File: src/sv/rzn_pkg.sv
// shared constants and types for the row z-score normalizer
`default_nettype none

package rzn_pkg;

  // row geometry
  localparam int ROW_LEN = 32;
  localparam int X_W     = 16;
  localparam int ADDR_W  = $clog2(ROW_LEN);
  localparam int CNT_W   = $clog2(ROW_LEN + 1);
  localparam int MEM_AW  = ADDR_W + 1;

  // datapath widths
  localparam int SUM_W   = X_W + CNT_W;
  localparam int D_W     = SUM_W + 1;
  localparam int MAG_W   = D_W - 1;
  localparam int SQ_W    = 2 * MAG_W;
  localparam int T_W     = SQ_W + CNT_W;
  localparam int P_W     = SQ_W + CNT_W;
  localparam int FRAC_SH = 26;
  localparam int Q_W     = 2 * ((CNT_W + FRAC_SH + 1) / 2);
  localparam int S_W     = Q_W / 2;
  localparam int Z_W     = 16;
  localparam int ZPOS_MAX = 2 ** (Z_W - 1) - 1;
  localparam int ZNEG_MAG = 2 ** (Z_W - 1);

  // row buffer write port
  typedef struct packed {
    logic                     en;
    logic [MEM_AW-1:0]        addr;
    logic signed [X_W-1:0]    data;
  } wr_t;

  // one finished row handed from the front to the back
  typedef struct packed {
    logic                     bank;
    logic [CNT_W-1:0]         n;
    logic signed [SUM_W-1:0]  sum;
  } row_desc_t;

endpackage

`default_nettype wire

File: src/sv/rzn_front.sv
// front end: accepts samples, fills the row buffer, tracks count and sum
`default_nettype none

module rzn_front (
  input  logic                           clk,
  input  logic                           rst_n,
  input  logic                           in_valid,
  output logic                           in_stall,
  input  logic signed [rzn_pkg::X_W-1:0] in_sample,
  input  logic                           in_row_end,
  input  logic                           row_free,
  output rzn_pkg::wr_t                   wr,
  output logic                           push,
  output rzn_pkg::row_desc_t             push_desc
);
  import rzn_pkg::*;

  logic [CNT_W-1:0]        fill_r, fill_nxt;
  logic signed [SUM_W-1:0] sum_r, sum_nxt;
  logic                    bank_r, bank_nxt;
  logic [1:0]              rows_r, rows_nxt;
  logic                    accept;
  logic                    store;
  logic [CNT_W-1:0]        n_new;
  logic signed [SUM_W-1:0] s_new;

  // two row banks: stall while both hold rows not yet emitted
  assign in_stall = (rows_r == 2'd2);

  always_comb begin
    accept = in_valid && !in_stall;
    store  = accept && (fill_r < CNT_W'(ROW_LEN));
    n_new  = store ? fill_r + 1'b1 : fill_r;
    s_new  = store ? sum_r + {{(SUM_W - X_W){in_sample[X_W-1]}}, in_sample} : sum_r;

    wr.en   = store;
    wr.addr = {bank_r, fill_r[ADDR_W-1:0]};
    wr.data = in_sample;

    push           = accept && in_row_end;
    push_desc.bank = bank_r;
    push_desc.n    = n_new;
    push_desc.sum  = s_new;

    fill_nxt = n_new;
    sum_nxt  = s_new;
    bank_nxt = bank_r;
    if (push) begin
      fill_nxt = '0;
      sum_nxt  = '0;
      bank_nxt = !bank_r;
    end

    // rows in flight between the two sides
    case ({push, row_free})
      2'b10:   rows_nxt = rows_r + 2'd1;
      2'b01:   rows_nxt = rows_r - 2'd1;
      default: rows_nxt = rows_r;
    endcase
  end

  always_ff @(posedge clk) begin
    if (!rst_n) begin
      fill_r <= '0;
      sum_r  <= '0;
      bank_r <= 1'b0;
      rows_r <= 2'd0;
    end else begin
      fill_r <= fill_nxt;
      sum_r  <= sum_nxt;
      bank_r <= bank_nxt;
      rows_r <= rows_nxt;
    end
  end

`ifndef ASSERT_OFF
  a_rows_bound: assert property (@(posedge clk) disable iff (!rst_n)
    !(row_free && rows_r == 2'd0) && !(push && rows_r == 2'd2))
    else $error("row credit out of range");
`endif

endmodule

`default_nettype wire

File: src/sv/rzn_queue.sv
// two-entry queue of finished row descriptors
`default_nettype none

module rzn_queue (
  input  logic                clk,
  input  logic                rst_n,
  input  logic                push,
  input  rzn_pkg::row_desc_t  push_desc,
  input  logic                pop,
  output logic                q_valid,
  output rzn_pkg::row_desc_t  q_desc
);
  import rzn_pkg::*;

  row_desc_t  ent_r [2];
  logic       wptr_r, rptr_r;
  logic [1:0] cnt_r, cnt_nxt;

  assign q_valid = (cnt_r != 2'd0);
  assign q_desc  = ent_r[rptr_r];

  // entry storage
  always_ff @(posedge clk) begin
    if (push) begin
      ent_r[wptr_r] <= push_desc;
    end
  end

  always_comb begin
    case ({push, pop})
      2'b10:   cnt_nxt = cnt_r + 2'd1;
      2'b01:   cnt_nxt = cnt_r - 2'd1;
      default: cnt_nxt = cnt_r;
    endcase
  end

  always_ff @(posedge clk) begin
    if (!rst_n) begin
      wptr_r <= 1'b0;
      rptr_r <= 1'b0;
      cnt_r  <= 2'd0;
    end else begin
      if (push) wptr_r <= !wptr_r;
      if (pop)  rptr_r <= !rptr_r;
      cnt_r <= cnt_nxt;
    end
  end

`ifndef ASSERT_OFF
  a_no_overflow: assert property (@(posedge clk) disable iff (!rst_n)
    !(push && !pop && cnt_r == 2'd2) && !(pop && cnt_r == 2'd0))
    else $error("row queue overflow or underflow");
`endif

endmodule

`default_nettype wire

File: src/sv/rzn_zunit.sv
// serial z magnitude unit: restoring divide, then digit-by-digit square root
`default_nettype none

module rzn_zunit (
  input  logic                        clk,
  input  logic                        rst_n,
  input  logic                        start,
  input  logic [rzn_pkg::P_W-1:0]     p_in,
  input  logic [rzn_pkg::T_W-1:0]     t_in,
  output logic                        done,
  output logic [rzn_pkg::S_W-1:0]     k
);
  import rzn_pkg::*;

  localparam int CW = $clog2(Q_W);

  typedef enum logic [3:0] {
    Z_IDLE = 4'b0001,
    Z_DIV  = 4'b0010,
    Z_SQRT = 4'b0100,
    Z_DONE = 4'b1000
  } zst_t;

  zst_t             st_r, st_nxt;
  logic [CW-1:0]    cnt_r, cnt_nxt;
  logic [T_W-1:0]   rem_r, rem_nxt;
  logic [Q_W-1:0]   low_r, low_nxt;
  logic [T_W-1:0]   t_r, t_nxt;
  logic [S_W:0]     srem_r, srem_nxt;
  logic [S_W-1:0]   root_r, root_nxt;
  logic [T_W:0]     trial;
  logic             ge;
  logic [S_W+1:0]   srem_sh;
  logic [S_W+1:0]   trial2;
  logic             ge2;
  logic [S_W:0]     kw;

  // k = (isqrt(q) + 1) / 2
  assign kw   = {1'b0, root_r} + 1'b1;
  assign k    = kw[S_W:1];
  assign done = (st_r == Z_DONE);

  always_comb begin
    trial   = {rem_r, low_r[Q_W-1]};
    ge      = (trial >= {1'b0, t_r});
    srem_sh = {srem_r[S_W-1:0], low_r[Q_W-1:Q_W-2]};
    trial2  = {root_r, 2'b01};
    ge2     = (srem_sh >= trial2);

    st_nxt   = st_r;
    cnt_nxt  = cnt_r;
    rem_nxt  = rem_r;
    low_nxt  = low_r;
    t_nxt    = t_r;
    srem_nxt = srem_r;
    root_nxt = root_r;

    case (st_r)
      Z_IDLE: begin
        if (start) begin
          // dividend is p * 2^26, its top part already below t
          rem_nxt = T_W'(p_in >> (Q_W - FRAC_SH));
          low_nxt = {p_in[Q_W-FRAC_SH-1:0], {FRAC_SH{1'b0}}};
          t_nxt   = t_in;
          cnt_nxt = '0;
          st_nxt  = Z_DIV;
        end
      end
      Z_DIV: begin
        // one quotient bit per cycle
        rem_nxt = ge ? T_W'(trial - {1'b0, t_r}) : trial[T_W-1:0];
        low_nxt = {low_r[Q_W-2:0], ge};
        cnt_nxt = cnt_r + 1'b1;
        if (cnt_r == CW'(Q_W - 1)) begin
          cnt_nxt  = '0;
          srem_nxt = '0;
          root_nxt = '0;
          st_nxt   = Z_SQRT;
        end
      end
      Z_SQRT: begin
        // one root bit per cycle
        srem_nxt = ge2 ? (S_W+1)'(srem_sh - trial2) : (S_W+1)'(srem_sh);
        root_nxt = {root_r[S_W-2:0], ge2};
        low_nxt  = {low_r[Q_W-3:0], 2'b00};
        cnt_nxt  = cnt_r + 1'b1;
        if (cnt_r == CW'(S_W - 1)) begin
          st_nxt = Z_DONE;
        end
      end
      Z_DONE: begin
        st_nxt = Z_IDLE;
      end
      default: begin
        st_nxt = Z_IDLE;
      end
    endcase
  end

  always_ff @(posedge clk) begin
    if (!rst_n) begin
      st_r  <= Z_IDLE;
      cnt_r <= '0;
    end else begin
      st_r  <= st_nxt;
      cnt_r <= cnt_nxt;
    end
  end

  always_ff @(posedge clk) begin
    rem_r  <= rem_nxt;
    low_r  <= low_nxt;
    t_r    <= t_nxt;
    srem_r <= srem_nxt;
    root_r <= root_nxt;
  end

`ifndef ASSERT_OFF
  a_start_idle: assert property (@(posedge clk) disable iff (!rst_n)
    start |-> st_r == Z_IDLE)
    else $error("z unit started while busy");
`endif

endmodule

`default_nettype wire

File: src/sv/rzn_back.sv
// back end: row buffer, sum of squares pass, per-element z-score and output register
`default_nettype none

module rzn_back (
  input  logic                           clk,
  input  logic                           rst_n,
  input  rzn_pkg::wr_t                   wr,
  input  logic                           q_valid,
  input  rzn_pkg::row_desc_t             q_desc,
  output logic                           pop,
  output logic                           row_free,
  output logic                           out_valid,
  input  logic                           out_stall,
  output logic signed [rzn_pkg::Z_W-1:0] out_zscore,
  output logic                           out_zero_spread,
  output logic                           out_short_row,
  output logic                           out_last_out
);
  import rzn_pkg::*;

  typedef enum logic [8:0] {
    S_IDLE = 9'b000000001,
    S_RD   = 9'b000000010,
    S_DIF  = 9'b000000100,
    S_SQ   = 9'b000001000,
    S_ACC  = 9'b000010000,
    S_MUL  = 9'b000100000,
    S_ZGO  = 9'b001000000,
    S_ZRUN = 9'b010000000,
    S_OUT  = 9'b100000000
  } bst_t;

  logic signed [X_W-1:0]   mem [2**MEM_AW];
  logic signed [X_W-1:0]   rdata_r;

  bst_t                    st_r, st_nxt;
  logic                    bank_r, bank_nxt;
  logic [CNT_W-1:0]        n_r, n_nxt;
  logic signed [SUM_W-1:0] s_r, s_nxt;
  logic [ADDR_W-1:0]       idx_r, idx_nxt;
  logic                    pass_r, pass_nxt;
  logic signed [D_W-1:0]   d_r, d_nxt;
  logic [SQ_W-1:0]         sq_r, sq_nxt;
  logic [T_W-1:0]          t_r, t_nxt;
  logic [P_W-1:0]          p_r, p_nxt;
  logic [Z_W-1:0]          z_r, z_nxt;
  logic                    zsp_r, zsp_nxt;
  logic                    short_r, short_nxt;
  logic                    last_r, last_nxt;

  logic signed [D_W-1:0]   nx;
  logic [MAG_W-1:0]        mag;
  logic [CNT_W-1:0]        nm1;
  logic                    last_el;
  logic                    z_start;
  logic                    z_done;
  logic [S_W-1:0]          z_k;

  // row buffer, both banks
  always_ff @(posedge clk) begin
    if (wr.en) begin
      mem[wr.addr] <= wr.data;
    end
    rdata_r <= mem[{bank_r, idx_r}];
  end

  rzn_zunit u_zunit (
    .clk   (clk),
    .rst_n (rst_n),
    .start (z_start),
    .p_in  (p_r),
    .t_in  (t_r),
    .done  (z_done),
    .k     (z_k)
  );

  assign out_valid       = (st_r == S_OUT);
  assign out_zscore      = z_r;
  assign out_zero_spread = zsp_r;
  assign out_short_row   = short_r;
  assign out_last_out    = last_r;
  assign z_start         = (st_r == S_ZGO);

  always_comb begin
    nx      = $signed({1'b0, n_r}) * rdata_r;
    mag     = d_r[D_W-1] ? MAG_W'(-d_r) : MAG_W'(d_r);
    nm1     = n_r - 1'b1;
    last_el = ((CNT_W'(idx_r) + 1'b1) == n_r);

    st_nxt    = st_r;
    bank_nxt  = bank_r;
    n_nxt     = n_r;
    s_nxt     = s_r;
    idx_nxt   = idx_r;
    pass_nxt  = pass_r;
    d_nxt     = d_r;
    sq_nxt    = sq_r;
    t_nxt     = t_r;
    p_nxt     = p_r;
    z_nxt     = z_r;
    zsp_nxt   = zsp_r;
    short_nxt = short_r;
    last_nxt  = last_r;
    pop       = 1'b0;
    row_free  = 1'b0;

    case (st_r)
      S_IDLE: begin
        if (q_valid) begin
          pop      = 1'b1;
          bank_nxt = q_desc.bank;
          n_nxt    = q_desc.n;
          s_nxt    = q_desc.sum;
          idx_nxt  = '0;
          pass_nxt = 1'b0;
          t_nxt    = '0;
          if (q_desc.n < CNT_W'(2)) begin
            // single-sample row
            z_nxt     = '0;
            zsp_nxt   = 1'b0;
            short_nxt = 1'b1;
            last_nxt  = 1'b1;
            st_nxt    = S_OUT;
          end else begin
            st_nxt = S_RD;
          end
        end
      end
      S_RD: begin
        st_nxt = S_DIF;
      end
      S_DIF: begin
        // d = n*x - sum
        d_nxt  = nx - {{(D_W - SUM_W){s_r[SUM_W-1]}}, s_r};
        st_nxt = S_SQ;
      end
      S_SQ: begin
        sq_nxt = mag * mag;
        if (!pass_r) begin
          st_nxt = S_ACC;
        end else if (t_r == '0) begin
          // all samples equal
          z_nxt     = '0;
          zsp_nxt   = 1'b1;
          short_nxt = 1'b0;
          last_nxt  = last_el;
          st_nxt    = S_OUT;
        end else begin
          st_nxt = S_MUL;
        end
      end
      S_ACC: begin
        t_nxt  = t_r + T_W'(sq_r);
        st_nxt = S_RD;
        if (last_el) begin
          idx_nxt  = '0;
          pass_nxt = 1'b1;
        end else begin
          idx_nxt = idx_r + 1'b1;
        end
      end
      S_MUL: begin
        p_nxt  = sq_r * nm1;
        st_nxt = S_ZGO;
      end
      S_ZGO: begin
        st_nxt = S_ZRUN;
      end
      S_ZRUN: begin
        if (z_done) begin
          // sign and saturation to q4.12
          if (d_r[D_W-1]) begin
            z_nxt = (z_k > S_W'(ZNEG_MAG)) ? Z_W'(ZNEG_MAG) : Z_W'(S_W'(0) - z_k);
          end else begin
            z_nxt = (z_k > S_W'(ZPOS_MAX)) ? Z_W'(ZPOS_MAX) : Z_W'(z_k);
          end
          zsp_nxt   = 1'b0;
          short_nxt = 1'b0;
          last_nxt  = last_el;
          st_nxt    = S_OUT;
        end
      end
      S_OUT: begin
        if (!out_stall) begin
          if (last_r) begin
            row_free = 1'b1;
            st_nxt   = S_IDLE;
          end else begin
            idx_nxt = idx_r + 1'b1;
            st_nxt  = S_RD;
          end
        end
      end
      default: begin
        st_nxt = S_IDLE;
      end
    endcase
  end

  always_ff @(posedge clk) begin
    if (!rst_n) begin
      st_r <= S_IDLE;
    end else begin
      st_r <= st_nxt;
    end
  end

  always_ff @(posedge clk) begin
    bank_r  <= bank_nxt;
    n_r     <= n_nxt;
    s_r     <= s_nxt;
    idx_r   <= idx_nxt;
    pass_r  <= pass_nxt;
    d_r     <= d_nxt;
    sq_r    <= sq_nxt;
    t_r     <= t_nxt;
    p_r     <= p_nxt;
    z_r     <= z_nxt;
    zsp_r   <= zsp_nxt;
    short_r <= short_nxt;
    last_r  <= last_nxt;
  end

`ifndef ASSERT_OFF
  a_flag_zero: assert property (@(posedge clk) disable iff (!rst_n)
    out_valid && (out_zero_spread || out_short_row) |-> out_zscore == '0)
    else $error("flagged word carries nonzero zscore");

  a_short_last: assert property (@(posedge clk) disable iff (!rst_n)
    out_valid && out_short_row |-> out_last_out && !out_zero_spread)
    else $error("short row word not marked last");
`endif

endmodule

`default_nettype wire

File: src/sv/row_z_score_normalizer_top.sv
// top level of the row z-score normalizer
//
//   channel | dir | handshake          | payload
//   in      | in  | in_valid/in_stall  | in_sample, in_row_end
//   out     | out | out_valid/out_stall | out_zscore, out_zero_spread,
//           |     |                    | out_short_row, out_last_out
//
// loading takes one sample per cycle while in_stall is low; a row of n
// samples then takes a sum of squares pass and a per-element pass set by the
// serial divide (32 steps) and square root (16 steps) unit, and each
// output word may wait under out_stall.
// two row banks let the next row load while the current one is emitted;
// the input stalls only while both banks hold rows not yet fully emitted.
// reset is synchronous, active low, and clears all control state.
`default_nettype none

module row_z_score_normalizer_top (
  input  logic                           clk,
  input  logic                           rst_n,
  input  logic                           in_valid,
  output logic                           in_stall,
  input  logic signed [rzn_pkg::X_W-1:0] in_sample,
  input  logic                           in_row_end,
  output logic                           out_valid,
  input  logic                           out_stall,
  output logic signed [rzn_pkg::Z_W-1:0] out_zscore,
  output logic                           out_zero_spread,
  output logic                           out_short_row,
  output logic                           out_last_out
);
  import rzn_pkg::*;

  wr_t       wr;
  logic      push;
  row_desc_t push_desc;
  logic      pop;
  logic      q_valid;
  row_desc_t q_desc;
  logic      row_free;

  // sample intake
  rzn_front u_front (
    .clk        (clk),
    .rst_n      (rst_n),
    .in_valid   (in_valid),
    .in_stall   (in_stall),
    .in_sample  (in_sample),
    .in_row_end (in_row_end),
    .row_free   (row_free),
    .wr         (wr),
    .push       (push),
    .push_desc  (push_desc)
  );

  // finished rows waiting for the back end
  rzn_queue u_queue (
    .clk       (clk),
    .rst_n     (rst_n),
    .push      (push),
    .push_desc (push_desc),
    .pop       (pop),
    .q_valid   (q_valid),
    .q_desc    (q_desc)
  );

  // normalization and output
  rzn_back u_back (
    .clk             (clk),
    .rst_n           (rst_n),
    .wr              (wr),
    .q_valid         (q_valid),
    .q_desc          (q_desc),
    .pop             (pop),
    .row_free        (row_free),
    .out_valid       (out_valid),
    .out_stall       (out_stall),
    .out_zscore      (out_zscore),
    .out_zero_spread (out_zero_spread),
    .out_short_row   (out_short_row),
    .out_last_out    (out_last_out)
  );

endmodule

`default_nettype wire

File: config.mk
export PLATFORM = sky130hd
export DESIGN_NAME = row_z_score_normalizer_top
export DESIGN_NICKNAME = d
export VERILOG_FILES = /design/src/sv/rzn_pkg.sv /design/src/sv/rzn_front.sv /design/src/sv/rzn_queue.sv /design/src/sv/rzn_zunit.sv /design/src/sv/rzn_back.sv /design/src/sv/row_z_score_normalizer_top.sv
export SDC_FILE = /design/constraint.sdc
export NUM_CORES = 2
export LEC_CHECK = 0
export BUFFER_PORTS_ARGS = -buffer_cell sky130_fd_sc_hd__buf_2
export CORE_MARGIN = 2
export CORE_UTILIZATION = 30
export CTS_CLUSTER_SIZE = 24
export DETAILED_ROUTE_END_ITERATION = 8
export PLACE_DENSITY_LB_ADDON = 0.15
export SLEW_MARGIN = 10
export SYNTH_ARGS = -nofsm -noshare
export SYNTH_HDL_FRONTEND = slang
export SYNTH_HIERARCHICAL = 1
export SYNTH_SLANG_ARGS = --single-unit
File: constraint.sdc
create_clock -name clk -period 8.35 [get_ports clk]
set_input_delay 1.2525 -clock clk [delete_from_list [all_inputs] [get_ports clk]]
set_output_delay 1.2525 -clock clk [all_outputs]
set_load 0.03 [all_outputs]
After elaboration in Yosys (flattened, before gate mapping) --
Memory sizes are Yosys's and may differ from the RTL's. A register that Yosys moved wholly into a read port is not among the register bits. Cells that the tools add are included.
Storage, ports and cells: flip-flop bits (word level) 438, input bits 21, output and inout port bits 21, logic and storage cells 193, memories 2, bits in writable memories 1082
Memory list:
- u_back.mem | words 64, width 16, rd ports 1, clocked after memory_dff 1, write ports 1, line rzn_back.sv:33 | logic signed [X_W-1:0] mem [2**MEM_AW];
- u_queue.ent_r | words 2, width 29, rd ports 1, clocked after memory_dff 1, write ports 1, line rzn_queue.sv:15 | row_desc_t ent_r [2];
Cells by class: order comparisons 6, add/subtract/negate cells 17, bitwise gates (word level) 1, reduce and logical (&&, ||, !) cells 29, eq/ne operators 32, multiplexer cells 75, multipliers 3
Operators with widths (count):
- $pmux 50 s2 | 2
- $mux 16 | 11
- $mux 50 | 3
- $pmux 32 s3 | 1
- $pmux 9 s9 | 1
- $pmux 16 s2 | 2
- $mux 9 | 6
- $ge 51x50->1 | 1
- $add 50x44->50 | 1
- $logic_not 50->1 | 1
- $mul 44x6->50 | 1
- $sub 50x50->50 | 1
- $pmux 16 s3 | 1
- $mul 22x22->44 | 1
- $mux 22 | 2
- $mux 32 | 1
- $mux 5 | 6
- $pmux 5 s3 | 2
- $mux 1 | 25
- $mul 7x16->23 | 1
- $sub 23x23->23 | 1
- $add 22x22->22 | 1
- $neg 22->22 | 1
- $ge 18x18->1 | 1
- 50 further kinds | 89

Depth between registers and ports, before layout --
word-level depth 6, mapped depth 36, gate-level depth less buffers 32

By module --
The synthesis kept the hierarchy.
Modules (own cells, without submodules):
- rzn_back | cells an instance 5904, seq. area each 37856.3 um2, area each 76355.7 um2, instances 1
- rzn_zunit | cells an instance 1110, seq. area each 5104.9 um2, area each 11145.7 um2, instances 1
- rzn_front | cells an instance 348, seq. area each 620.6 um2, area each 2661.3 um2, instances 1
- rzn_queue | cells an instance 111, seq. area each 1841.8 um2, area each 2298.5 um2, instances 1

Worst setup path before layout --
Ideal clock, no wire load.
kind register -> register, from reg u_back.d_r[0], to reg u_back.sq_r[42] (data pin), setup time 0.269 ns, clock period less this slack 8.782 ns, arrival 8.513 ns, data required time 8.081 ns, setup slack -0.432 ns, path buffers 3, cell stages (with the launch flop) 33, cells stage by stage edfxtp_1 -> clkbuf_1 -> inv_1 -> clkbuf_1 -> ha_1 -> nand2b_1 -> or4_4 -> o41ai_1 -> xnor2_1 -> inv_1 -> nor2_1 -> inv_1 -> fa_1 -> fa_1 -> inv_1 -> fa_1 -> fa_1 -> inv_1 -> fa_1 -> inv_1 -> fa_1 -> fa_1 -> ha_1 -> clkbuf_1 -> nand2_1 -> nand2_1 -> a211oi_1 -> a2111oi_0 -> a31oi_1 -> o21ai_0 -> a41oi_1 -> o31ai_1 -> xor2_1
Between the ends: cells in the longest elaborated chain, start to end 3
Ends and longest elaborated chain:
- start: declaration | line rzn_back.sv:42 | logic signed [D_W-1:0] d_r, d_nxt;
- start signal: assignment | line rzn_back.sv:214 | d_r <= d_nxt;
- $neg 22->22 | line rzn_back.sv:86 | mag = d_r[D_W-1] ? MAG_W'(-d_r) : MAG_W'(d_r);
- $mux 22 * | line rzn_back.sv:86
- $mul 22x22->44 * | line rzn_back.sv:138 | sq_nxt = mag * mag;
- end signal: assignment | line rzn_back.sv:215 | sq_r <= sq_nxt;
- end: declaration | line rzn_back.sv:43 | logic [SQ_W-1:0] sq_r, sq_nxt;
Mark *: on every way between the ends. The rest lies on a longest branch, timed or not. A chain may end at the register's enable or synchronous reset.

Worst setup path in the final report --
from reg u_back.d_r[6], to reg u_back.sq_r[41] (data pin)
Same word-level chain as after synthesis.

==> impl_metrics.json <==
{
  "status": "completed",
  "yosysSeqAreaShare_pct": 49.1,
  "worstPathMaxFanout": 4,
  "worstPathArrival_ns": 8.76,
  "grt_pass1_wl_um": 399000,
  "critPathKind": "reg -> reg",
  "cts_made_buffers": 178,
  "synth.distinct_cells": 103,
  "grt_pass1_vias": 61800,
  "synth_seq_cells": 1536,
  "drive_above_1_share_pct": 14.1,
  "cts_root_buffer": "clkbuf_16",
  "layout_min_cycle_time_ns": 8.23,
  "ys_warn_count": 6,
  "layout_common_cells": "edfxtp_1, inv_1, nand2_1",
  "start_util_pct": 30.2,
  "routedWlPerCell_um": 21.9,
  "crit_path_end_kind": "register",
  "syn-mean-instance-area_um2": 12.4,
  "slew-limit-headroom_pct": 21.5,
  "firstDrtPassIters": 6,
  "clock_sinks": 1536,
  "dieHeight_um": 559,
  "min_path_cells": 1,
  "antenna_found_initial": 17,
  "rr_startpoint": "u_back/d_r[6]",
  "setup_viol": 0,
  "skew_ns": 0.106,
  "routed_wirelength_um": 264000,
  "drv_slew": 0,
  "final_common_cell": "edfxtp_1",
  "numPortBuffers": 41,
  "clockBufferDepth": 4,
  "fmax_ghz": 0.121,
  "hold_path_end": "u_back/st_r[4]",
  "hpwlAfterDp_um": 185000,
  "die-area_um2": 313000,
  "worst_path_max_delay_cell": "or4_4",
  "cts_max_level": 4,
  "hold_path_class": "reg -> reg",
  "holdBufCountCts": 0,
  "crit_path_frequent_cell": "fa_1",
  "regArea_um2": 45400,
  "grt_usage_pct": 16.7,
  "nets": 8828,
  "rsz0062_at_grt": "true",
  "hold_viol": 0,
  "min_from": "u_back/pass_r",
  "ys.flop_type": "edfxtp_1",
  "drcViolationCount": 0,
  "worst_ep_required_time_ns": 8.88,
  "grt_overflow_total": 0,
  "viasPerCell": 4.87,
  "place.gp.congestion": 0.830,
  "reg2reg_depth": 29,
  "synthCells": 7473,
  "tightest_slew_ns": 1.18,
  "area_growth_pct": 14.7,
  "core-area_um2": 306000,
  "crit_path_max_incr_delay_ns": 0.56,
  "cts_tree": "yes",
  "syn_area_um2": 92500,
  "r2r-end": "u_back/sq_r[41]",
  "ios": 42,
  "synthArstFlopShare_pct": 0,
  "antenna_left": 0,
  "maxCapViolations": 0,
  "multi_input_area_um2": 43200,
  "drt_iter0_drc": 3823,
  "start_kind": "register",
  "reg2reg_slack_ns": 0.12,
  "synth-edff-count": 1466,
  "vias": 58600,
  "dieWidth_um": 559,
  "grt_max_degree": 132,
  "crit_buf_inv": 7,
  "clock_latency_ns": 0.87,
  "path_clk_slew_ns": 0.06,
  "cp_top_family": "adder cells",
  "instances_no_fill": 12000,
  "period_share_pct": 98.6,
  "dp_cells": 11700,
  "rows": 203,
  "filler_cell_count": 30400
}
[cell families (layout without fill, tap and decap cells)]
family          Yosys count  after routing  share of synthesized area (%)
xor+xnor                296            296                           2.85
other cells               2             10                        0.00812
compound gates         1249           1249                           8.56
buf+inv                1190           1638                           5.05
flops                  1536           1536                           49.1
fa+ha+maj              1013           1013                           18.6
simple gates           1691           1691                           8.34
mux                     496            496                           7.45
[worst max-delay path by stage]
stage,from,endpoint,cells past startpoint
2_1_floorplan,u_back/d_r[0],u_back/sq_r[38],35
3_3_place_gp,u_back/d_r[4],u_back/sq_r[42],28
3_5_place_dp,u_back/d_r[4],u_back/sq_r[42],28
4_1_cts,u_back/d_r[6],u_back/sq_r[41],30
5_1_grt,u_back/d_r[6],u_back/sq_r[42],29
6_report,u_back/d_r[6],u_back/sq_r[41],29
[flip-flops by register name, summed over array words and instances, names as in the netlist, 22 cells and up, named ones only]
name                  count
u_back/d_r               23
u_back/mem             1024
u_back/p_r               50
u_back/s_r               22
u_back/sq_r              43
u_back/t_r               50
u_back/u_zunit/low_r     32
u_back/u_zunit/rem_r     50
u_back/u_zunit/t_r       50
u_front/sum_r            22
u_queue/ent_r            58
[stage by stage]
stage	cell area, um2	hold WS [ns]	util, %	setup TNS [ns]	setup WS, ns
after detailed placement	99800	0.456	32.6	-2.84	-0.419
after global routing	106000	0.487	34.6	-0.464	-0.110
after floorplan	92500	0.424	-	0	0.0281
after CTS	106000	0.465	34.5	0	0.000274
final	106000	0.464	34.6	0	0.117
after global placement	99800	0.447	32.6	-2.40	-0.389
[cells in the mapped netlist, types with 36 or more instances]
library cell	number	area (um2)
mux4_2	144	3240
a21o_1	100	751
a31oi_1	36	225
mux2i_1	255	2550
xnor2_1	179	1570
nand2b_1	65	407
a21oi_1	404	2020
buf_1	36	135
edfxtp_1	1466	44000
dfxtp_1	70	1400
o221ai_1	68	596
nand2_1	721	2710
fa_1	605	12100
nor2_1	417	1570
inv_1	856	3210
o21ai_0	213	1070
and2_1	101	632
mux2_2	95	1070
xor2_1	113	990
nor2b_1	46	288
o21ai_1	46	230
nand3_1	78	390
o21bai_1	50	375
ha_1	407	5090
nand4_1	66	413
clkbuf_1	236	886
nor3_1	51	255
o22ai_1	70	438
[layout make-up]
cell class	count	share of cell area, %
Sequential cell	1536	42.8
Multi-Input combinational cell	4753	40.7
Tap cell	4100	4.84
Clock buffer	215	4.34
Timing Repair Buffer	460	3.38
Inverter	866	3.08
Clock inverter	97	0.814
Antenna cell	2	0.00472
[metal layers]
layer	up-vias	share of wire [%]	GRT usage [%]
met5	-	0	0
met2	1033	50	29.3
met1	30200	44	22.2
met4	0	2.2	3.67
li1	27100	-	-
met3	290	3.4	1.97
[repair_timing]
item | 4_1_cts | 5_1_grt
setup endpoints to repair | 16 | 16
resized for setup | 55 | 82
buffers inserted | 17 | 4
pin swaps | 31 | 24
Power is not shown: default switching activity piles up to over one toggle a cycle in this logic, so the estimate is an artifact.
